## src/hdl/vfd_pkg.sv

```systemverilog
// Shared constants, types and the character segment table for the VFD frame builder.
package vfd_pkg;

  localparam int unsigned DigitCountDefault = 8;
  localparam int unsigned FrameBitsDefault  = 20;
  localparam int unsigned MaxDigits         = 8;
  localparam int unsigned PosW              = 3;
  localparam int unsigned CharW             = 8;
  localparam int unsigned FrameW            = 20;
  localparam int unsigned FrameIdxW         = $clog2(FrameW);
  localparam int unsigned GridTopBit        = 15;
  localparam int unsigned DotBit            = 7;

  typedef enum logic {
    OP_WRITE = 1'b0,
    OP_SCAN  = 1'b1
  } vfd_op_t;

  typedef logic [PosW-1:0]  vfd_pos_t;
  typedef logic [CharW-1:0] vfd_char_t;

  // Segment pattern as {high nibble, low nibble}; unmapped codes are blank.
  function automatic logic [7:0] seg_lookup(input vfd_char_t c);
    logic [7:0] seg;
    unique case (c)
      8'h30:   seg = 8'h7E; // 0
      8'h31:   seg = 8'h30; // 1
      8'h32:   seg = 8'h6D; // 2
      8'h33:   seg = 8'h79; // 3
      8'h34:   seg = 8'h33; // 4
      8'h35:   seg = 8'h5B; // 5
      8'h36:   seg = 8'h5F; // 6
      8'h37:   seg = 8'h70; // 7
      8'h38:   seg = 8'h7F; // 8
      8'h39:   seg = 8'h7B; // 9
      8'h41:   seg = 8'h77; // A
      8'h42:   seg = 8'h1F; // B
      8'h63:   seg = 8'h4E; // c
      8'h43:   seg = 8'h4E; // C
      8'h44:   seg = 8'h3D; // D
      8'h45:   seg = 8'h4F; // E
      8'h46:   seg = 8'h47; // F
      8'h47:   seg = 8'h5E; // G
      8'h48:   seg = 8'h37; // H
      8'h68:   seg = 8'h17; // h
      8'h49:   seg = 8'h06; // I
      8'h4A:   seg = 8'h38; // J
      8'h4C:   seg = 8'h0E; // L
      8'h4E:   seg = 8'h76; // N
      8'h6E:   seg = 8'h15; // n
      8'h6F:   seg = 8'h1D; // o
      8'h50:   seg = 8'h67; // P
      8'h72:   seg = 8'h05; // r
      8'h74:   seg = 8'h0F; // t
      8'h55:   seg = 8'h3E; // U
      8'h75:   seg = 8'h1C; // u
      8'h79:   seg = 8'h3B; // y
      default: seg = 8'h00;
    endcase
    return seg;
  endfunction

endpackage

```

## src/hdl/vfd_digit_scan_frame_builder.sv

```systemverilog
// Top level: digit store, scan pointer and driver frame generation for the VFD tube.
// Path: a scan item's frame reaches the out_ ports through the input register, then the
// result register; write items produce nothing.
// Throughput: one item per cycle, busy is never raised; the receiver cannot stall.
// Reset (rst_n low, synchronous) blanks all digits, clears all dots, zeroes the scan
// pointer and drops any item in flight.
module vfd_digit_scan_frame_builder #(
  parameter int unsigned DIGIT_COUNT = vfd_pkg::DigitCountDefault,
  parameter int unsigned FRAME_BITS  = vfd_pkg::FrameBitsDefault
) (
  input  logic                       clk,
  input  logic                       rst_n,
  input  logic                       start,
  output logic                       busy,
  input  logic                       in_opcode,
  input  logic [vfd_pkg::PosW-1:0]   in_digit_position,
  input  logic [vfd_pkg::CharW-1:0]  in_char_code,
  input  logic                       in_dot_on,
  output logic                       out_valid,
  output logic [vfd_pkg::FrameW-1:0] out_frame_word,
  output logic [vfd_pkg::PosW-1:0]   out_scanned_digit,
  output logic                       out_pass_last
);
  import vfd_pkg::*;

  localparam logic [63:0] FrameMaskWide = (64'(1) << FRAME_BITS) - 64'(1);
  localparam logic [FrameW-1:0] FrameMask = FrameMaskWide[FrameW-1:0];
  localparam vfd_pos_t LastDigit = PosW'(DIGIT_COUNT - 1);

  // Input register.
  logic      item_vld_r;
  vfd_op_t   op_r;
  vfd_pos_t  pos_r;
  vfd_char_t char_r;
  logic      dot_r;

  // Display state.
  vfd_char_t char_store_r [MaxDigits];
  logic      dot_store_r  [MaxDigits];
  vfd_pos_t  scan_ptr_r, scan_ptr_nxt;

  // Result register.
  logic              out_valid_r, out_valid_nxt;
  logic [FrameW-1:0] frame_r, frame_nxt;
  vfd_pos_t          digit_r;
  logic              last_r, last_nxt;

  logic                 do_write, do_scan;
  vfd_pos_t             scan_d;
  logic [7:0]           seg;
  logic [FrameIdxW-1:0] grid_bit;

  assign busy = 1'b0;

  always_ff @(posedge clk) begin
    if (!rst_n) begin
      item_vld_r <= 1'b0;
    end else begin
      item_vld_r <= start;
    end
    op_r   <= vfd_op_t'(in_opcode);
    pos_r  <= in_digit_position;
    char_r <= in_char_code;
    dot_r  <= in_dot_on;
  end

  assign do_write = item_vld_r && (op_r == OP_WRITE) && (32'(pos_r) < DIGIT_COUNT);
  assign do_scan  = item_vld_r && (op_r == OP_SCAN);

  always_comb begin
    // An out-of-range pointer falls back to the first digit.
    scan_d   = (32'(scan_ptr_r) < DIGIT_COUNT) ? scan_ptr_r : '0;
    seg      = seg_lookup(char_store_r[scan_d]);
    grid_bit = FrameIdxW'(GridTopBit) - FrameIdxW'(scan_d);

    frame_nxt    = '0;
    frame_nxt[0] = seg[6];
    frame_nxt[1] = seg[5];
    frame_nxt[2] = seg[4];
    frame_nxt[3] = seg[3];
    frame_nxt[4] = seg[2];
    frame_nxt[5] = seg[1];
    frame_nxt[6] = seg[0];
    frame_nxt[DotBit] = dot_store_r[scan_d];
    frame_nxt[grid_bit] = 1'b1;
    frame_nxt = frame_nxt & FrameMask;

    last_nxt      = (scan_d == LastDigit);
    out_valid_nxt = do_scan;
    scan_ptr_nxt  = scan_ptr_r;
    if (do_scan) begin
      scan_ptr_nxt = last_nxt ? '0 : scan_d + PosW'(1);
    end
  end

  always_ff @(posedge clk) begin
    if (!rst_n) begin
      scan_ptr_r  <= '0;
      out_valid_r <= 1'b0;
      for (int i = 0; i < MaxDigits; i++) begin
        char_store_r[i] <= '0;
        dot_store_r[i]  <= 1'b0;
      end
    end else begin
      scan_ptr_r  <= scan_ptr_nxt;
      out_valid_r <= out_valid_nxt;
      if (do_write) begin
        char_store_r[pos_r] <= char_r;
        dot_store_r[pos_r]  <= dot_r;
      end
    end
    if (do_scan) begin
      frame_r <= frame_nxt;
      digit_r <= scan_d;
      last_r  <= last_nxt;
    end
  end

  assign out_valid         = out_valid_r;
  assign out_frame_word    = frame_r;
  assign out_scanned_digit = digit_r;
  assign out_pass_last     = last_r;

endmodule

```

## config.mk

```make
export PLATFORM = sky130hd
export DESIGN_NAME = vfd_digit_scan_frame_builder
export DESIGN_NICKNAME = d
export VERILOG_FILES = /design/src/hdl/vfd_pkg.sv /design/src/hdl/vfd_digit_scan_frame_builder.sv
export SDC_FILE = /design/constraint.sdc
export NUM_CORES = 1
export LEC_CHECK = 0
export ABC_AREA = 1
export BUFFER_PORTS_ARGS = -buffer_cell sky130_fd_sc_hd__clkbuf_2
export CELL_PAD_IN_SITES_DETAIL_PLACEMENT = 1
export CELL_PAD_IN_SITES_GLOBAL_PLACEMENT = 2
export CORE_UTILIZATION = 30
export CTS_BUF_LIST = sky130_fd_sc_hd__clkbuf_8 sky130_fd_sc_hd__clkbuf_16
export DETAILED_ROUTE_END_ITERATION = 8
export PLACE_DENSITY_LB_ADDON = 0.3
export SYNTH_ARGS = -nofsm -noshare
export SYNTH_HDL_FRONTEND = slang
export SYNTH_SLANG_ARGS = --single-unit
```

## constraint.sdc

```tcl
create_clock -name clk -period 2.7 [get_ports clk]
set_clock_uncertainty 0.05 [all_clocks]
set_input_delay 0 -clock clk [delete_from_list [all_inputs] [get_ports clk]]
set_output_delay 0 -clock clk [all_outputs]
set_load 0.03 [all_outputs]
```

==> results of run 1 <==
## cell usage after synthesis (4+ instances only)
cell / count
clkbuf_1: 6
edfxtp_1: 84
buf_4: 6
nand2_2: 9
dfxtp_1: 29
inv_2: 4
nor2_1: 85
nand3_1: 56
a21oi_1: 16
o21ai_0: 24
nand2_1: 158
nand3_2: 8
inv_1: 72
ha_1: 10
o22ai_1: 4
buf_2: 7
buf_6: 7
nor3_1: 8
## timing repair
action | in CTS | in global routing
hold endpoints to repair | 15 | 0
setup buffers | 0 | 0
setup endpoints to repair | 0 | 6
hold buffers | 15 | 0
gates resized for setup | 0 | 3
## flip-flops by register name, summed over array words and instances, names as in the netlist, 3 cells and up, named ones only
register	flops
char_r	8
char_store_r	64
pos_r	3
dot_store_r	8
out_scanned_digit	3
out_frame_word	16
scan_d	3
## per-layer routing
layer	global-route usage (%)	up-vias	wire length [µm]
met5	0	-	0
met4	4.95	0	203
li1	-	2114	-
met2	27.1	48	6810
met3	4.26	16	311
met1	19.2	1995	6350
## cell families (layout without fill, tap and decap cells)
| logic type | Yosys count | after routing | share of synthesized area, % |
|---|---|---|---|
| flip-flops | 113 | 113 | 56.7 |
| buffers and inverters | 105 | 175 | 9.03 |
| adder cells (fa/ha/maj) | 10 | 10 | 2.29 |
| AND/OR/NAND/NOR | 331 | 331 | 26.0 |
| other | 1 | 5 | 0.0685 |
| AO/OA/AOI/OAI | 56 | 56 | 5.88 |
## worst paths after layout
kind / slack [ps] / from / end
max reg2reg: 290 / flop / out_frame_word[4]$_SDFFCE_PP0P_
min reg2reg: 420 / dot_store_r[5]$_DFF_P_ / dot_store_r[5]$_DFF_P_
max: 290 / flop / out_frame_word[4]$_SDFFCE_PP0P_
min: 180 / in_char_code[7] / char_r[7]$_DFF_P_
## stage by stage
step / utilization (%) / hold slack [ps]
2_1_floorplan: - / -22.3
3_3_place_gp: 32.8 / 52.6
3_5_place_dp: 32.8 / 54.3
4_1_cts: 37.1 / 152
5_1_grt: 37.3 / 160
6_report: 37.3 / 179
## power breakdown
group          switching (mW)  leakage, nW  internal, mW
logic                   0.380         1.53         0.167
registers              0.0223         1.11          1.92
clock network           0.775        0.315          1.48
total                    1.18         2.95          3.57
## critical path, stage by stage (launching register included)
cell and delay [ps]:
dfxtp_2 420, buf_12 190, nand2_1 70, nand3_1 140
nand3_1 90, nand2_1 180, ha_1 240, inv_1 50
nor2_1 250, nand2_2 120, nand2_1 100, a21oi_2 40
nand2_1 80, nand3_1 80, a21oi_1 140
## final cells by class
class | instances | share of cell area (%)
tap | 229 | 4.30
clock inverter | 7 | 0.600
multi-input combinational | 402 | 28.3
inverter | 77 | 4.45
timing repair buffer | 66 | 7.09
clock buffer | 25 | 8.70
sequential | 113 | 46.5
==> summary.txt, run 1 <==
Place
  • Placed cell area: 5870 µm²
  • Pre-CTS setup slack: 221 ps
  • Cell count after placement: 871
  • Buffers on Ports: 36
  • Final HPWL DP: 10000 µm
  • Final Wtd Congestion: 0.822

Timing
  • Worst setup margin: 286 ps
  • Tcrit/Tclk final: 89.4%
  • Peak Freq: 414 MHz
  • Final Max Slew Viols: 0
  • Slew of the pin with the lowest slew margin: 748 ps
  • Final setup viols: 0
  • RSZ-0062 raised after global routing: no
  • Final TNS setup: 0 ps
  • Slew headroom: 50.0%
  • Final count of hold timing violations: 0
  • Final min period: 2410 ps

Die
  • Die Wd: 137 µm
  • Boundary Pins: 42
  • Initial core utilization: 30.6%
  • Die H: 137 µm
  • Core Area: 17900 µm²
  • DIE AREA: 18800 µm²
  • Rows: 49

Flow run
  • Max cap viols: 0

Route
  • WL final: 13700 µm
  • Detailed-route via count: 4173
  • DR DRC count: 2
  • Drt wl/cell: 14.9 µm
  • Drt pass-1 iters: 6
  • Post-route ant nets: 0
  • Starting DRT DRC Count: 188
  • Vias per inst: 4.54

Yosys
  • Post-synth EDFFs: 84
  • Leading area contributor after synthesis: edfxtp_1
  • Mapped Cells: 616
  • Post-Syn Area: 5470 µm²
  • Synth top area share: 46.1%
  • Primary FF master, synth: edfxtp_1
  • Synth area leaders: edfxtp_1 46%, nand2_1 11%, dfxtp_1 11%, nor2_1 5.8%, nand3_1 5.1%
  • Seq/Total Area, Yosys: 56.7%
  • Avg Synthesized Cell Area: 8.88 µm²
  • Async set or reset register ratio after synthesis: 0%
  • Synth warn: 0
  • Register bit count reported by yosys: 113
  • Synth unique cells: 34

Setup path
  • CP required: 2910 ps
  • Startpoint types: flop
  • Crit path DAT: 2620 ps
  • Worst Reg-to-Reg Cells: 14
  • Crit end category: flop
  • Setup CP Type: reg -> reg
  • CP max FO: 19

Pwr
  • Pwr/cell area: 712 nW/µm²
  • Maximum VDD drop: 503 µV
  • Leakage: 2.95 nW
  • Final total power: 4.75 mW

Global route
  • Grt ovf: 0
  • Largest net degree at the start of global routing: 38
  • Antenna violations before repair: 0
  • All-Layer GR Usage: 15.8%
  • Number of global-route vias before repair: 4232
  • First-pass GRT wire length: 22300 µm

Cells and area
  • Area Overhead vs Synth: 21.9%
  • Post-route design area: 6670 µm²
  • Commonest non-fill, non-tap cell in the layout: nand2_1
  • Fill count: 2098
  • Multi-input gate area: 1890 µm²
  • Sequential cell area: 3100 µm²
  • Commonest cells after routing, fill and taps aside: 158 x nand2_1, 85 x nor2_1, 84 x edfxtp_1
  • Share of cells above drive strength 1: 16.2%
  • Final nets: 703
  • # diodes: 0
  • Final cell count without fillers: 919

Worst hold path
  • Hold Crit Class: in -> reg
  • Worst Hold Depth: 2

Clock tree
  • H-tree levels: 4
  • Reg clk slew, reported paths: 50 ps
  • Root buffer cell: clkbuf_16
  • Clk_lat worst skew: 410 ps
  • CTS tree: built
  • TritonCTS buffer count: 17
  • CTS max path bufs: 2
  • CTS sink count: 113

Run status
  • Status: complete, but fails checks
  • Failing checks: DRC
Power figures use the tool's default switching activity.
==> run 2: changes to the inputs <==
ABC_AREA = not set   (was 1)
==> run 2 against run 1 <==
  * The flow now finishes without violations
  * Utilization up 1.7 points
  * Largest cell class unchanged
  * Global-route usage grew 0.28 points
  * Design area is 0.99% higher
  * Clock power grew 6%
  * First-iteration DRC count fell by 4.3%
  * Power is 1.7% lower
  * Setup slack got worse by 170 ps
  * Register-to-register slack worse by 170 ps
  * Sequential cell count unchanged
==> summary.txt, run 2 <==
Run status
  • Status: finished, final reports clean

Cells and area
  • Fill count: 1831
  • Final cell count without fillers: 719
  • # diodes: 0
  • Commonest non-fill, non-tap cell in the layout: edfxtp_1
  • Final nets: 507
  • Final Core Density: 38.9%
  • Commonest cells after routing, fill and taps aside: 84 x edfxtp_1, 65 x and2_1, 36 x clkbuf_2
  • Post-route design area: 6740 µm²
  • Number of flip-flops in the largest register: 64
  • Share of cells above drive strength 1: 27.7%
  • Largest Register: char_store_r
  • Area Overhead vs Synth: 26.4%

Pwr
  • Internal power: 3.62 mW
  • Pwr/cell area: 693 nW/µm²
  • Sequential share of power: 41.7%
  • Clock network fraction of total power: 51.1%
  • Maximum VDD drop: 557 µV
  • Leakage: 2.60 nW
  • Final total power: 4.67 mW
  • Switching Share: 22.4%
  • Switching Power: 1.05 mW
  • Combinational Power Share: 7.2%

Setup path
  • Startpoint types: flop
  • Worst Reg-to-Reg Cells: 8
  • Bufs and invs on worst path: 2
  • Setup CP Type: reg -> reg
  • CP required: 2800 ps
  • Delay-heaviest family, CP: multiplexers
  • Stages on worst setup path: 8
  • Crit end category: flop
  • Critical path, cell by cell: buf_12 > mux4_2 > mux2i_4 > buf_12 > or2_2 > o32ai_1 > a311oi_2 > o32ai_1
  • Delay of the slowest critical-path stage: 540 ps
  • CP max FO: 28
  • Crit path DAT: 2680 ps
  • Slowest-stage cell, CP: mux4_2

Place
  • Buffers on Ports: 36
  • Final Wtd Congestion: 0.860
  • Cell count after placement: 673
  • Pre-CTS setup slack: -145 ps
  • Placed cell area: 5950 µm²
  • Final HPWL DP: 9100 µm

Timing
  • Final hold slack: 62.9 ps
  • Final TNS setup: 0 ps
  • Final min period: 2580 ps
  • Final count of hold timing violations: 0
  • Slew of the pin with the lowest slew margin: 607 ps
  • Final Max Slew Viols: 0
  • Tcrit/Tclk final: 95.6%
  • Peak Freq: 387 MHz
  • Slew headroom: 59.5%
  • Worst setup margin: 118 ps
  • Final setup viols: 0
  • RSZ-0062 raised after global routing: no

Yosys
  • Most instantiated library cell after synthesis: edfxtp_1
  • Post-Syn Area: 5330 µm²
  • Synth warn: 0
  • Register bit count reported by yosys: 113
  • Post-synth EDFFs: 84
  • Mapped Cells: 398
  • Avg Synthesized Cell Area: 13.4 µm²
  • Synth area leaders: edfxtp_1 47%, dfxtp_1 11%, and2_1 7.6%, mux4_2 5.9%, ha_1 2.3%
  • Leading area contributor after synthesis: edfxtp_1
  • Top cells by count, synth: 84 x edfxtp_1, 65 x and2_1, 32 x nand2_1, 29 x dfxtp_1, 18 x o21ai_0
  • Async set or reset register ratio after synthesis: 0%
  • Seq/Total Area, Yosys: 58.2%
  • Synth unique cells: 60
  • Primary FF master, synth: edfxtp_1
  • Synth top area share: 47.3%

Route
  • DR DRC count: 0
  • Drt pass-1 iters: 4
  • Detailed-route via count: 3452
  • Drt wl/cell: 18.8 µm
  • WL final: 13500 µm
  • Starting DRT DRC Count: 180
  • Vias per inst: 4.80
  • Post-route ant nets: 0

Global route
  • Antenna violations before repair: 0
  • Grt met2 use: 27.5%
  • Met3 Resource Use GR: 4.26%
  • Grt met1 use: 19.3%
  • Number of global-route vias before repair: 3703
  • First-pass GRT wire length: 21300 µm
  • Grt ovf: 0
  • Grt peak-use layer: met2
  • Largest net degree at the start of global routing: 29
  • All-Layer GR Usage: 16.1%

Die
  • Boundary Pins: 42
  • Rows: 48
  • DIE AREA: 18300 µm²
  • Die Wd: 135 µm
  • Initial core utilization: 30.8%
  • Core Area: 17300 µm²
  • Die H: 135 µm

Clock tree
  • H-tree levels: 4
  • CTS tree: built
  • CTS max path bufs: 2
  • Root buffer cell: clkbuf_16
  • TritonCTS buffer count: 17
  • Reg clk slew, reported paths: 60 ps
  • Clk_lat worst skew: 410 ps
  • CTS sink count: 113

Flow run
  • Max cap viols: 0

Worst hold path
  • Hold Crit Class: in -> reg
  • Worst Hold Depth: 3
==> run 2: cells by family after synthesis <==
kind of cell	share of synthesized area, %
and+or+nand+nor	15.1
DFF	58.2
AOI/OAI and AO/OA	7.60
muxes	12.3
buffers and inverters	3.90
adders and majority gates	2.35
xor gates and xnor gates	0.493
other	0.0703
==> run 2: layout make-up <==
type / instances / area [µm²] / area share [%]
Tap cell: 225 / 282 / 4.18
Multi-Input combinational cell: 257 / 2060 / 30.5
Timing Repair Buffer: 86 / 641 / 9.51
Sequential cell: 113 / 3110 / 46.2
Inverter: 6 / 22.5 / 0.334
Clock buffer: 18 / 439 / 6.52
Clock inverter: 14 / 188 / 2.79
==> run 2: path summary, 6_finish.rpt <==
check        slack, ps                              end                   start
max                120  out_frame_word[3]$_SDFFCE_PP0P_                    flop
max reg2reg        120  out_frame_word[3]$_SDFFCE_PP0P_                    flop
min                 60           dot_store_r[2]$_DFF_P_                   rst_n
min reg2reg        420           dot_store_r[7]$_DFF_P_  dot_store_r[7]$_DFF_P_
==> run 2: what timing repair did <==
action | CTS | global route
gates resized for setup | 2 | 4
hold buffers | 14 | 0
endpoints found under the setup margin | 6 | 6
endpoints found under the hold margin | 14 | 0
buffers inserted | 0 | 0
==> run 2: worst register-to-register path: stages, from the launching register on <==
cell and delay (ps):
dfxtp_4 420, buf_12 150, mux4_2 540, mux2i_4 190
buf_12 210, or2_2 190, o32ai_1 90, a311oi_2 340
o32ai_1 140
==> run 2: power by group through the flow <==
stage	logic, mW	registers, mW	clock network, mW
floorplan	0.205	1.98	0
global placement	0.320	1.98	0
detailed placement	0.321	1.98	0
CTS	0.340	1.95	2.43
global route	0.364	1.95	2.50
finish	0.338	1.95	2.39
==> run 2: per-layer routing <==
layer / vias to the layer above / share of wire, %
met1: 1736 / 44
met5: - / 0
met3: 19 / 3.0
li1: 1628 / -
met2: 69 / 51
met4: 0 / 2.0
